**src/rtl/core/trt_pkg.sv**
```systemverilog
// Shared types and constants of the timed release table.
// Used by trt_ctrl, trt_dpath and timed_release_table; depends on nothing.
package trt_pkg;

	localparam int TABLE_DEPTH = 16;
	localparam int ADDR_W = (TABLE_DEPTH > 1) ? $clog2(TABLE_DEPTH) : 1;
	localparam int CNT_W = $clog2(TABLE_DEPTH + 1);

	// result field widths
	localparam int COUNT_FIELD_W = 5;
	localparam int SLOT_FIELD_W = 4;

	localparam logic MODE_ADD = 1'b0;
	localparam logic MODE_POLL = 1'b1;

	typedef enum logic [1:0] {
		ST_ADDED = 2'd0,
		ST_FULL = 2'd1,
		ST_RELEASED = 2'd2,
		ST_NONE = 2'd3
	} trt_status_t;

	typedef struct packed {
		logic mode;
		logic [31:0] release_time;
		logic [31:0] poll_time;
		logic [15:0] payload_tag;
		logic [63:0] fee_limit;
		logic [1:0] send_method;
	} trt_in_t;

	typedef struct packed {
		logic [1:0] status;
		logic [15:0] released_tag;
		logic [31:0] released_target;
		logic [63:0] released_fee;
		logic [1:0] released_method;
		logic [COUNT_FIELD_W-1:0] entry_count;
		logic has_earliest;
		logic [31:0] earliest_time;
		logic [SLOT_FIELD_W-1:0] earliest_slot;
	} trt_out_t;

	typedef struct packed {
		logic [31:0] target;
		logic [15:0] tag;
		logic [63:0] fee;
		logic [1:0] method;
	} trt_entry_t;

	// controller to datapath
	typedef struct packed {
		logic load_item;
		logic rd_en;
		logic [ADDR_W-1:0] rd_addr;
		logic wr_en;
		logic wr_from_rd;
		logic [ADDR_W-1:0] wr_addr;
		logic inc_count;
		logic dec_count;
		logic set_status;
		trt_status_t status;
		logic take_release;
		logic min_en;
		logic emit;
	} trt_cmd_t;

	// datapath to controller
	typedef struct packed {
		logic [CNT_W-1:0] count;
		logic due;
		logic full;
	} trt_sts_t;

endpackage

```
**src/rtl/core/trt_ctrl.sv**
```systemverilog
// Sequencer of the timed release table: add, find, compact and minimum scan.
// Depends on trt_pkg; drives trt_dpath through trt_cmd_t.
module trt_ctrl (
	input logic clk,
	input logic arst_n,
	input logic start,
	input logic start_mode,
	input trt_pkg::trt_sts_t sts,
	output trt_pkg::trt_cmd_t cmd,
	output logic busy
);
	import trt_pkg::*;

	typedef enum logic [2:0] {
		S_IDLE,
		S_ADD,
		S_FIND,
		S_CMP,
		S_MIN
	} state_t;

	state_t state_q, state_d;
	logic [CNT_W-1:0] idx_q, idx_d;
	logic [ADDR_W-1:0] wp_q, wp_d;
	logic rvld_q, rvld_d;
	logic busy_q, busy_d;

	assign busy = busy_q;

	always_comb begin
		cmd = '0;
		state_d = state_q;
		idx_d = idx_q;
		wp_d = wp_q;
		rvld_d = 1'b0;
		busy_d = busy_q;
		cmd.rd_addr = idx_q[ADDR_W-1:0];
		cmd.wr_addr = wp_q;
		unique case (state_q)
			S_IDLE: begin
				if (start) begin
					cmd.load_item = 1'b1;
					busy_d = 1'b1;
					idx_d = '0;
					state_d = (start_mode == MODE_ADD) ? S_ADD : S_FIND;
				end
			end
			S_ADD: begin
				cmd.set_status = 1'b1;
				idx_d = '0;
				state_d = S_MIN;
				if (sts.full) begin
					cmd.status = ST_FULL;
				end else begin
					cmd.status = ST_ADDED;
					cmd.wr_en = 1'b1;
					cmd.wr_addr = sts.count[ADDR_W-1:0];
					cmd.inc_count = 1'b1;
				end
			end
			S_FIND: begin
				// reads issue one per cycle; the compare acts on the registered read data
				if (rvld_q && sts.due) begin
					cmd.take_release = 1'b1;
					cmd.set_status = 1'b1;
					cmd.status = ST_RELEASED;
					wp_d = ADDR_W'(idx_q - 1'b1);
					state_d = S_CMP;
				end else if (idx_q < sts.count) begin
					cmd.rd_en = 1'b1;
					idx_d = idx_q + 1'b1;
					rvld_d = 1'b1;
				end else begin
					cmd.set_status = 1'b1;
					cmd.status = ST_NONE;
					idx_d = '0;
					state_d = S_MIN;
				end
			end
			S_CMP: begin
				// read slot k+1, write it to slot k on the next beat
				if (rvld_q) begin
					cmd.wr_en = 1'b1;
					cmd.wr_from_rd = 1'b1;
					wp_d = wp_q + 1'b1;
				end
				if (idx_q < sts.count) begin
					cmd.rd_en = 1'b1;
					idx_d = idx_q + 1'b1;
					rvld_d = 1'b1;
				end else if (!rvld_q) begin
					cmd.dec_count = 1'b1;
					idx_d = '0;
					state_d = S_MIN;
				end
			end
			S_MIN: begin
				if (rvld_q) begin
					cmd.min_en = 1'b1;
				end
				if (idx_q < sts.count) begin
					cmd.rd_en = 1'b1;
					idx_d = idx_q + 1'b1;
					rvld_d = 1'b1;
				end else if (!rvld_q) begin
					cmd.emit = 1'b1;
					busy_d = 1'b0;
					state_d = S_IDLE;
				end
			end
			default: begin
				busy_d = 1'b0;
				state_d = S_IDLE;
			end
		endcase
	end

	always_ff @(posedge clk or negedge arst_n) begin
		if (!arst_n) begin
			state_q <= S_IDLE;
			idx_q <= '0;
			wp_q <= '0;
			rvld_q <= 1'b0;
			busy_q <= 1'b0;
		end else begin
			state_q <= state_d;
			idx_q <= idx_d;
			wp_q <= wp_d;
			rvld_q <= rvld_d;
			busy_q <= busy_d;
		end
	end

`ifndef SYNTH
	// reads never reach past the held entries
	assert property (@(posedge clk) disable iff (!arst_n)
		cmd.rd_en |-> (idx_q < sts.count))
		else $error("trt_ctrl: read beyond held entries");

	// compaction write trails its read
	assert property (@(posedge clk) disable iff (!arst_n)
		(cmd.rd_en && cmd.wr_en) |-> (cmd.wr_addr != cmd.rd_addr))
		else $error("trt_ctrl: read and write collide");

	// idle means ready for a new beat
	assert property (@(posedge clk) disable iff (!arst_n)
		(state_q == S_IDLE) |-> !busy_q)
		else $error("trt_ctrl: busy while idle");
`endif

endmodule

```
**src/rtl/core/trt_dpath.sv**
```systemverilog
// Datapath of the timed release table: entry memory, count, release and minimum registers.
// Depends on trt_pkg; controlled by trt_ctrl through trt_cmd_t.
module trt_dpath (
	input logic clk,
	input logic arst_n,
	input trt_pkg::trt_in_t item,
	input trt_pkg::trt_cmd_t cmd,
	output trt_pkg::trt_sts_t sts,
	output logic done,
	output trt_pkg::trt_out_t result
);
	import trt_pkg::*;

	trt_entry_t mem [TABLE_DEPTH];
	trt_entry_t rdata_s1;
	logic [ADDR_W-1:0] raddr_s1;
	trt_entry_t entry_q;
	trt_entry_t wdata;
	logic [31:0] now_q;
	logic [CNT_W-1:0] count_q;
	trt_status_t status_q;
	trt_entry_t rel_q;
	logic [31:0] best_q;
	logic [ADDR_W-1:0] best_slot_q;
	logic done_q;
	trt_out_t result_q;
	trt_out_t result_d;
	logic has;

	assign wdata = cmd.wr_from_rd ? rdata_s1 : entry_q;

	always_ff @(posedge clk) begin
		if (cmd.wr_en) begin
			mem[cmd.wr_addr] <= wdata;
		end
		if (cmd.rd_en) begin
			rdata_s1 <= mem[cmd.rd_addr];
			raddr_s1 <= cmd.rd_addr;
		end
	end

	always_ff @(posedge clk) begin
		if (cmd.load_item) begin
			entry_q.target <= item.release_time;
			entry_q.tag <= item.payload_tag;
			entry_q.fee <= item.fee_limit;
			entry_q.method <= item.send_method;
			now_q <= item.poll_time;
		end
		if (cmd.set_status) begin
			status_q <= cmd.status;
		end
		if (cmd.load_item) begin
			rel_q <= '0;
		end else if (cmd.take_release) begin
			rel_q <= rdata_s1;
		end
		// slot 0 seeds the minimum; ties keep the lower slot
		if (cmd.min_en && (raddr_s1 == '0 || rdata_s1.target < best_q)) begin
			best_q <= rdata_s1.target;
			best_slot_q <= raddr_s1;
		end
		if (cmd.emit) begin
			result_q <= result_d;
		end
	end

	always_ff @(posedge clk or negedge arst_n) begin
		if (!arst_n) begin
			count_q <= '0;
			done_q <= 1'b0;
		end else begin
			done_q <= cmd.emit;
			if (cmd.inc_count) begin
				count_q <= count_q + 1'b1;
			end else if (cmd.dec_count) begin
				count_q <= count_q - 1'b1;
			end
		end
	end

	assign has = (count_q != '0);

	always_comb begin
		result_d.status = status_q;
		result_d.released_tag = rel_q.tag;
		result_d.released_target = rel_q.target;
		result_d.released_fee = rel_q.fee;
		result_d.released_method = rel_q.method;
		result_d.entry_count = COUNT_FIELD_W'(count_q);
		result_d.has_earliest = has;
		result_d.earliest_time = has ? best_q : '0;
		result_d.earliest_slot = has ? SLOT_FIELD_W'(best_slot_q) : '0;
	end

	assign sts.count = count_q;
	assign sts.due = (rdata_s1.target <= now_q);
	assign sts.full = (count_q == CNT_W'(TABLE_DEPTH));
	assign done = done_q;
	assign result = result_q;

`ifndef SYNTH
	assert property (@(posedge clk) disable iff (!arst_n)
		count_q <= CNT_W'(TABLE_DEPTH))
		else $error("trt_dpath: count above depth");

	assert property (@(posedge clk) disable iff (!arst_n)
		cmd.inc_count |-> !sts.full)
		else $error("trt_dpath: add into full table");

	assert property (@(posedge clk) disable iff (!arst_n)
		cmd.dec_count |-> (count_q != '0))
		else $error("trt_dpath: removal from empty table");
`endif

endmodule

```
**src/rtl/core/timed_release_table.sv**
```systemverilog
// Timed release table: ordered table of scheduled entries released by time.
// Usage:
//   Drive item and raise start while busy is low; the beat is taken on that edge.
//   item.mode = add appends an entry (or reports full); mode = poll releases the
//   first entry in table order whose target time is at or before poll_time,
//   then closes the gap. Each beat yields exactly one result: done is high for a
//   single cycle with result valid, and it cannot be held off.
// Sequence of an operation:
//   add: one write of the entry, then one minimum-scan read per held slot.
//   poll: one find read per slot up to the first due entry, one compaction
//   read and write per later slot, then one minimum-scan read per held slot,
//   limited by the single read and single write port of the entry memory.
//   busy drops on the edge that loads the result; the next start can be taken
//   on the edge that ends the done cycle.
// Reset (arst_n low) empties the table and clears busy and done; entry storage
// is not cleared since slots at or above the count are never read.
// Depends on trt_pkg, trt_ctrl and trt_dpath.
module timed_release_table (
	input logic clk,
	input logic arst_n,
	input logic start,
	input trt_pkg::trt_in_t item,
	output logic busy,
	output logic done,
	output trt_pkg::trt_out_t result
);
	import trt_pkg::*;

	trt_cmd_t cmd;
	trt_sts_t sts;

	trt_ctrl u_ctrl (
		.clk(clk),
		.arst_n(arst_n),
		.start(start),
		.start_mode(item.mode),
		.sts(sts),
		.cmd(cmd),
		.busy(busy)
	);

	trt_dpath u_dpath (
		.clk(clk),
		.arst_n(arst_n),
		.item(item),
		.cmd(cmd),
		.sts(sts),
		.done(done),
		.result(result)
	);

endmodule
```
**config.mk**
```make
export PLATFORM = sky130hd
export DESIGN_NAME = timed_release_table
export DESIGN_NICKNAME = d
export VERILOG_FILES = /design/src/rtl/core/trt_pkg.sv /design/src/rtl/core/trt_ctrl.sv /design/src/rtl/core/trt_dpath.sv /design/src/rtl/core/timed_release_table.sv
export SDC_FILE = /design/constraint.sdc
export NUM_CORES = 2
export LEC_CHECK = 0
export BUFFER_PORTS_ARGS = -buffer_cell sky130_fd_sc_hd__clkbuf_2
export CELL_PAD_IN_SITES_DETAIL_PLACEMENT = 1
export CELL_PAD_IN_SITES_GLOBAL_PLACEMENT = 2
export CORE_UTILIZATION = 48
export DETAILED_ROUTE_END_ITERATION = 8
export GPL_TIMING_DRIVEN = 0
export PLACE_DENSITY_LB_ADDON = 0.1
export REMOVE_ABC_BUFFERS = 1
export SLEW_MARGIN = 20
export SYNTH_ARGS = -nofsm -noshare
export SYNTH_HDL_FRONTEND = slang
export SYNTH_SLANG_ARGS = --single-unit
export TNS_END_PERCENT = 20
```
**constraint.sdc**
```tcl
create_clock -name clk -period 11.87 [get_ports clk]
set_input_delay 0.5935 -clock clk [delete_from_list [all_inputs] [get_ports clk]]
set_output_delay 0.5935 -clock clk [all_outputs]
set_load 0.01 [all_outputs]
```
==> results.yml <==
synth:
  seq_area_frac_synth_pct: 77.9
  async_flop_share_pct: 0.827
  synth_edf_count: 2284
  syn_inst: 4922
  syn_area_um2: 91700
  avgSynthCellArea_um2: 18.6
  synth_ff_type: "edfxtp_1"
  yosysWarnings: 0
  yosysUniqueCellTypes: 61
  ys_seq_elements: 2418
setup_path:
  cpPeakStageDelay_ns: 0.60
  rr_worst_depth: 12
  cpMostUsedCell: "buf_16"
  r2r_slack_ns: 7.42
  timing_worst_setup_path_type: "flop to flop"
  critPathMaxFanout: 12
  critical-path-top-delay-family: "compound AO/OA/AOI/OAI gates"
  end_kind: "flop"
  startpoint_type: "flop"
  path_cells: "ha_1 > nand4_1 > nor4_1 > o41ai_1 > a31oi_1 > o41ai_1 > a21oi_4 > buf_16 > buf_16 > buf_16 > buf_16 > buf_16"
  crit_required_ns: 12.48
  slowest_stage: "edfxtp_1"
  timing.critical_path.buf_inv: 5
  timing.rr.start: "u_dpath.rdata_s1[112]$_DFFE_PP_"
  rr_endpoint: "u_dpath.rdata_s1[53]$_DFFE_PP_"
  arrival_ns: 5.06
grt:
  grt_pass1_wl_mm: 360
  antenna_found_initial: 3
  grt.overflow.total: 0
  grt_usage_pct: 25.8
  grt_start_max_net_pins: 63
  grt_pass1_vias: 52400
power_and_ir_drop:
  p_int_mw: 18.3
  total_power_mw: 25.9
  max-vdd-ir-drop_mv: 0.176
  power_switching_mw: 7.55
  seq_power_share_pct: 44.3
  swShare_pct: 29.2
  power_frac_comb_pct: 24.5
  leakage_nw: 38.3
  p_per_area_nw_per_um2: 232
  p_clk_share_pct: 31.1
min_path:
  holdPathEnd: "u_ctrl.state_q[1]$_DFFE_PN0P_"
  hp-start: "item[146]"
  hp-class: "input port to flop"
  whs_path_depth: 3
cts:
  cts_sinks: 2418
  cts-root-buf: "clkbuf_16"
  clock_latency_ns: 0.92
  cts_resized: 0
  post_cts_buffers: 0
  cts_tree: "yes"
  htree_levels: 5
  path_clk_slew_ns: 0.06
  postCtsHoldBufs: 147
  cts_max_path_buffers: 4
  cts_made_buffers: 276
timing:
  drv_slew: 0
  setup_ws_ns: 7.42
  worst_pin_slew_ns: 1.11
  rsz0062_at_grt: "false"
  fmax_mhz: 225
  clock_skew_ns: 0.0381
  fin_crit_ns: 4.45
  period_share_pct: 37.5
  setup_viol: 0
  finalHoldViolCount: 0
  slew_headroom_pct: 25.4
  holdWs_ns: 0.108
floorplan:
  core-area_um2: 190000
  io_pins: 310
  die-area_um2: 193000
  initial_core_util_pct: 48.3
  die_w_um: 439
  fp.dieH_um: 439
  num_rows: 160
place:
  hpwl_mm: 156
  gp_congestion: 0.730
  portBuffers: 309
  pre_cts_ws_ns: 6.98
  dp_cells: 7757
layout:
  drive_gt1_share_pct: 20.3
  final_util_pct: 58.8
  area.growth.synth_to_final_pct: 21.8
  layout.nets: 5895
  layout.cells.non_filler: 8374
  nFillCells: 16300
detailed_routing:
  drc: 0
  antenna_left: 0
  wirelength_mm: 249
  via_count: 49300
  drt_iter0_markers: 4061
  drt-pass1-iter-count: 5
  viasPerCell: 5.89
  wl_per_cell_um: 29.7
run_status:
  status: "finished clean"
flow_run:
  maxCapViolCount: 0
## through the flow
stage,setup TNS (ns),area (um2)
floorplan,-6272.47,90600
global placement,-,95300
detailed placement,0,102000
CTS,0,112000
global route,0,112000
finish,0,112000
## worst max path at each step
stage,end,startpoint,slack [ns],cells after the start
global route,u_dpath.mem[9][76]$_DFFE_PP_,u_dpath.count_q[0]$_DFFE_PN0P_,7.25,11
CTS,u_dpath.mem[9][46]$_DFFE_PP_,u_dpath.count_q[0]$_DFFE_PN0P_,6.99,11
floorplan,u_dpath.done$_DFF_PN0_,u_ctrl.idx_q[0]$_DFFE_PN0P_,-18.61,6
finish,u_dpath.rdata_s1[53]$_DFFE_PP_,u_dpath.rdata_s1[112]$_DFFE_PP_,7.42,12
detailed placement,u_dpath.mem[9][76]$_DFFE_PP_,u_dpath.count_q[0]$_DFFE_PN0P_,6.98,11
global placement,u_dpath.rdata_s1[27]$_DFFE_PP_,u_ctrl.idx_q[1]$_DFFE_PN0P_,-41.00,4
## power by group through the flow
stage	registers [mW]	clock network (mW)	logic (mW)
final	11.5	8.05	6.34
after global routing	11.6	8.50	6.84
after global placement	12.1	0	5.17
after detailed placement	11.7	0	6.34
after CTS	11.5	8.22	6.43
after floorplan	11.8	0	4.26
## cells in the final DEF (no fill, tap or decap), drive strengths merged, types with 15 or more instances in the layout
cell type,instances
nor2,272
mux4,230
a22oi,113
clkbuf,703
nand4,15
mux2i,567
nand2,389
dfrtp,20
buf,265
dfxtp,114
a221oi,227
clkinv,55
inv,82
dlygate4sd3,147
ha,73
a21oi,27
edfxtp,2284
o21ai,135
## cells in the mapped netlist, drive strengths merged, types with 3 or more instances
cell	count	area (um2)
edfxtp	2284	68600
mux2i	567	5680
nand2	389	1460
nor2	272	1020
mux4	230	5180
a221oi	227	1990
clkbuf	156	586
o21ai	135	676
dfxtp	114	2280
a22oi	113	848
buf	94	494
inv	77	289
ha	73	913
a21oi	27	135
dfrtp	20	500
nand4	15	93.8
a21o	14	105
nor3	14	81.3
a31oi	13	81.3
nor2b	12	75.1
a211oi	9	67.6
nand3	8	40.0
nand2b	5	31.3
o211ai	5	37.5
nor4	4	25.0
and2	3	18.8
nand3b	3	22.5
xnor2	3	26.3
## kinds of logic after synthesis
| group | Yosys count | share of synthesized area (%) |
|---|---|---|
| buffers and inverters | 327 | 1.49 |
| multiplexers | 799 | 11.9 |
| AO/OA/AOI/OAI | 565 | 4.52 |
| flip-flops | 2418 | 77.9 |
| AND/OR/NAND/NOR | 734 | 3.20 |
| XOR/XNOR | 5 | 0.0478 |
| adder cells (fa/ha/maj) | 74 | 1.02 |
## worst min-delay path: stages
cell and delay, ns:
clkbuf_2 0.11, a31oi_1 0.19, a2111oi_0 0.09
## flip-flops by register name, summed over array words and instances (netlist names), 3 cells and up
signal and flops:
u_dpath.now_q 32, u_ctrl.state_q 3, u_dpath.result 158, u_dpath.raddr_s1 4
u_dpath.best_q 32, u_ctrl.idx_q 5, u_dpath.rel_q 114, u_dpath.mem 1824
u_dpath.rdata_s1 114, u_dpath.entry_q 114, u_ctrl.wp_q 4, u_dpath.best_slot_q 4
u_dpath.count_q 5
## area by class of cell
cell class / count / area, um2 / area share, %
antenna: 2 / 5.00 / 0.00448
clock buffer: 394 / 7750 / 6.94
clock inverter: 74 / 692 / 0.620
inverter: 77 / 299 / 0.268
multi-input combinational: 2177 / 19100 / 17.1
sequential: 2418 / 71400 / 63.9
tap: 2511 / 3140 / 2.81
timing repair buffer: 721 / 9230 / 8.27
## routing by layer
metal	share of wire, %	vias to the layer above	track usage [%]
li1	-	21200	-
met3	5.0	285	3.50
met5	0	-	0
met1	44	26400	36.2
met4	1.8	0	6.15
met2	50	1482	42.9
Power figures use the tool's default switching activity.
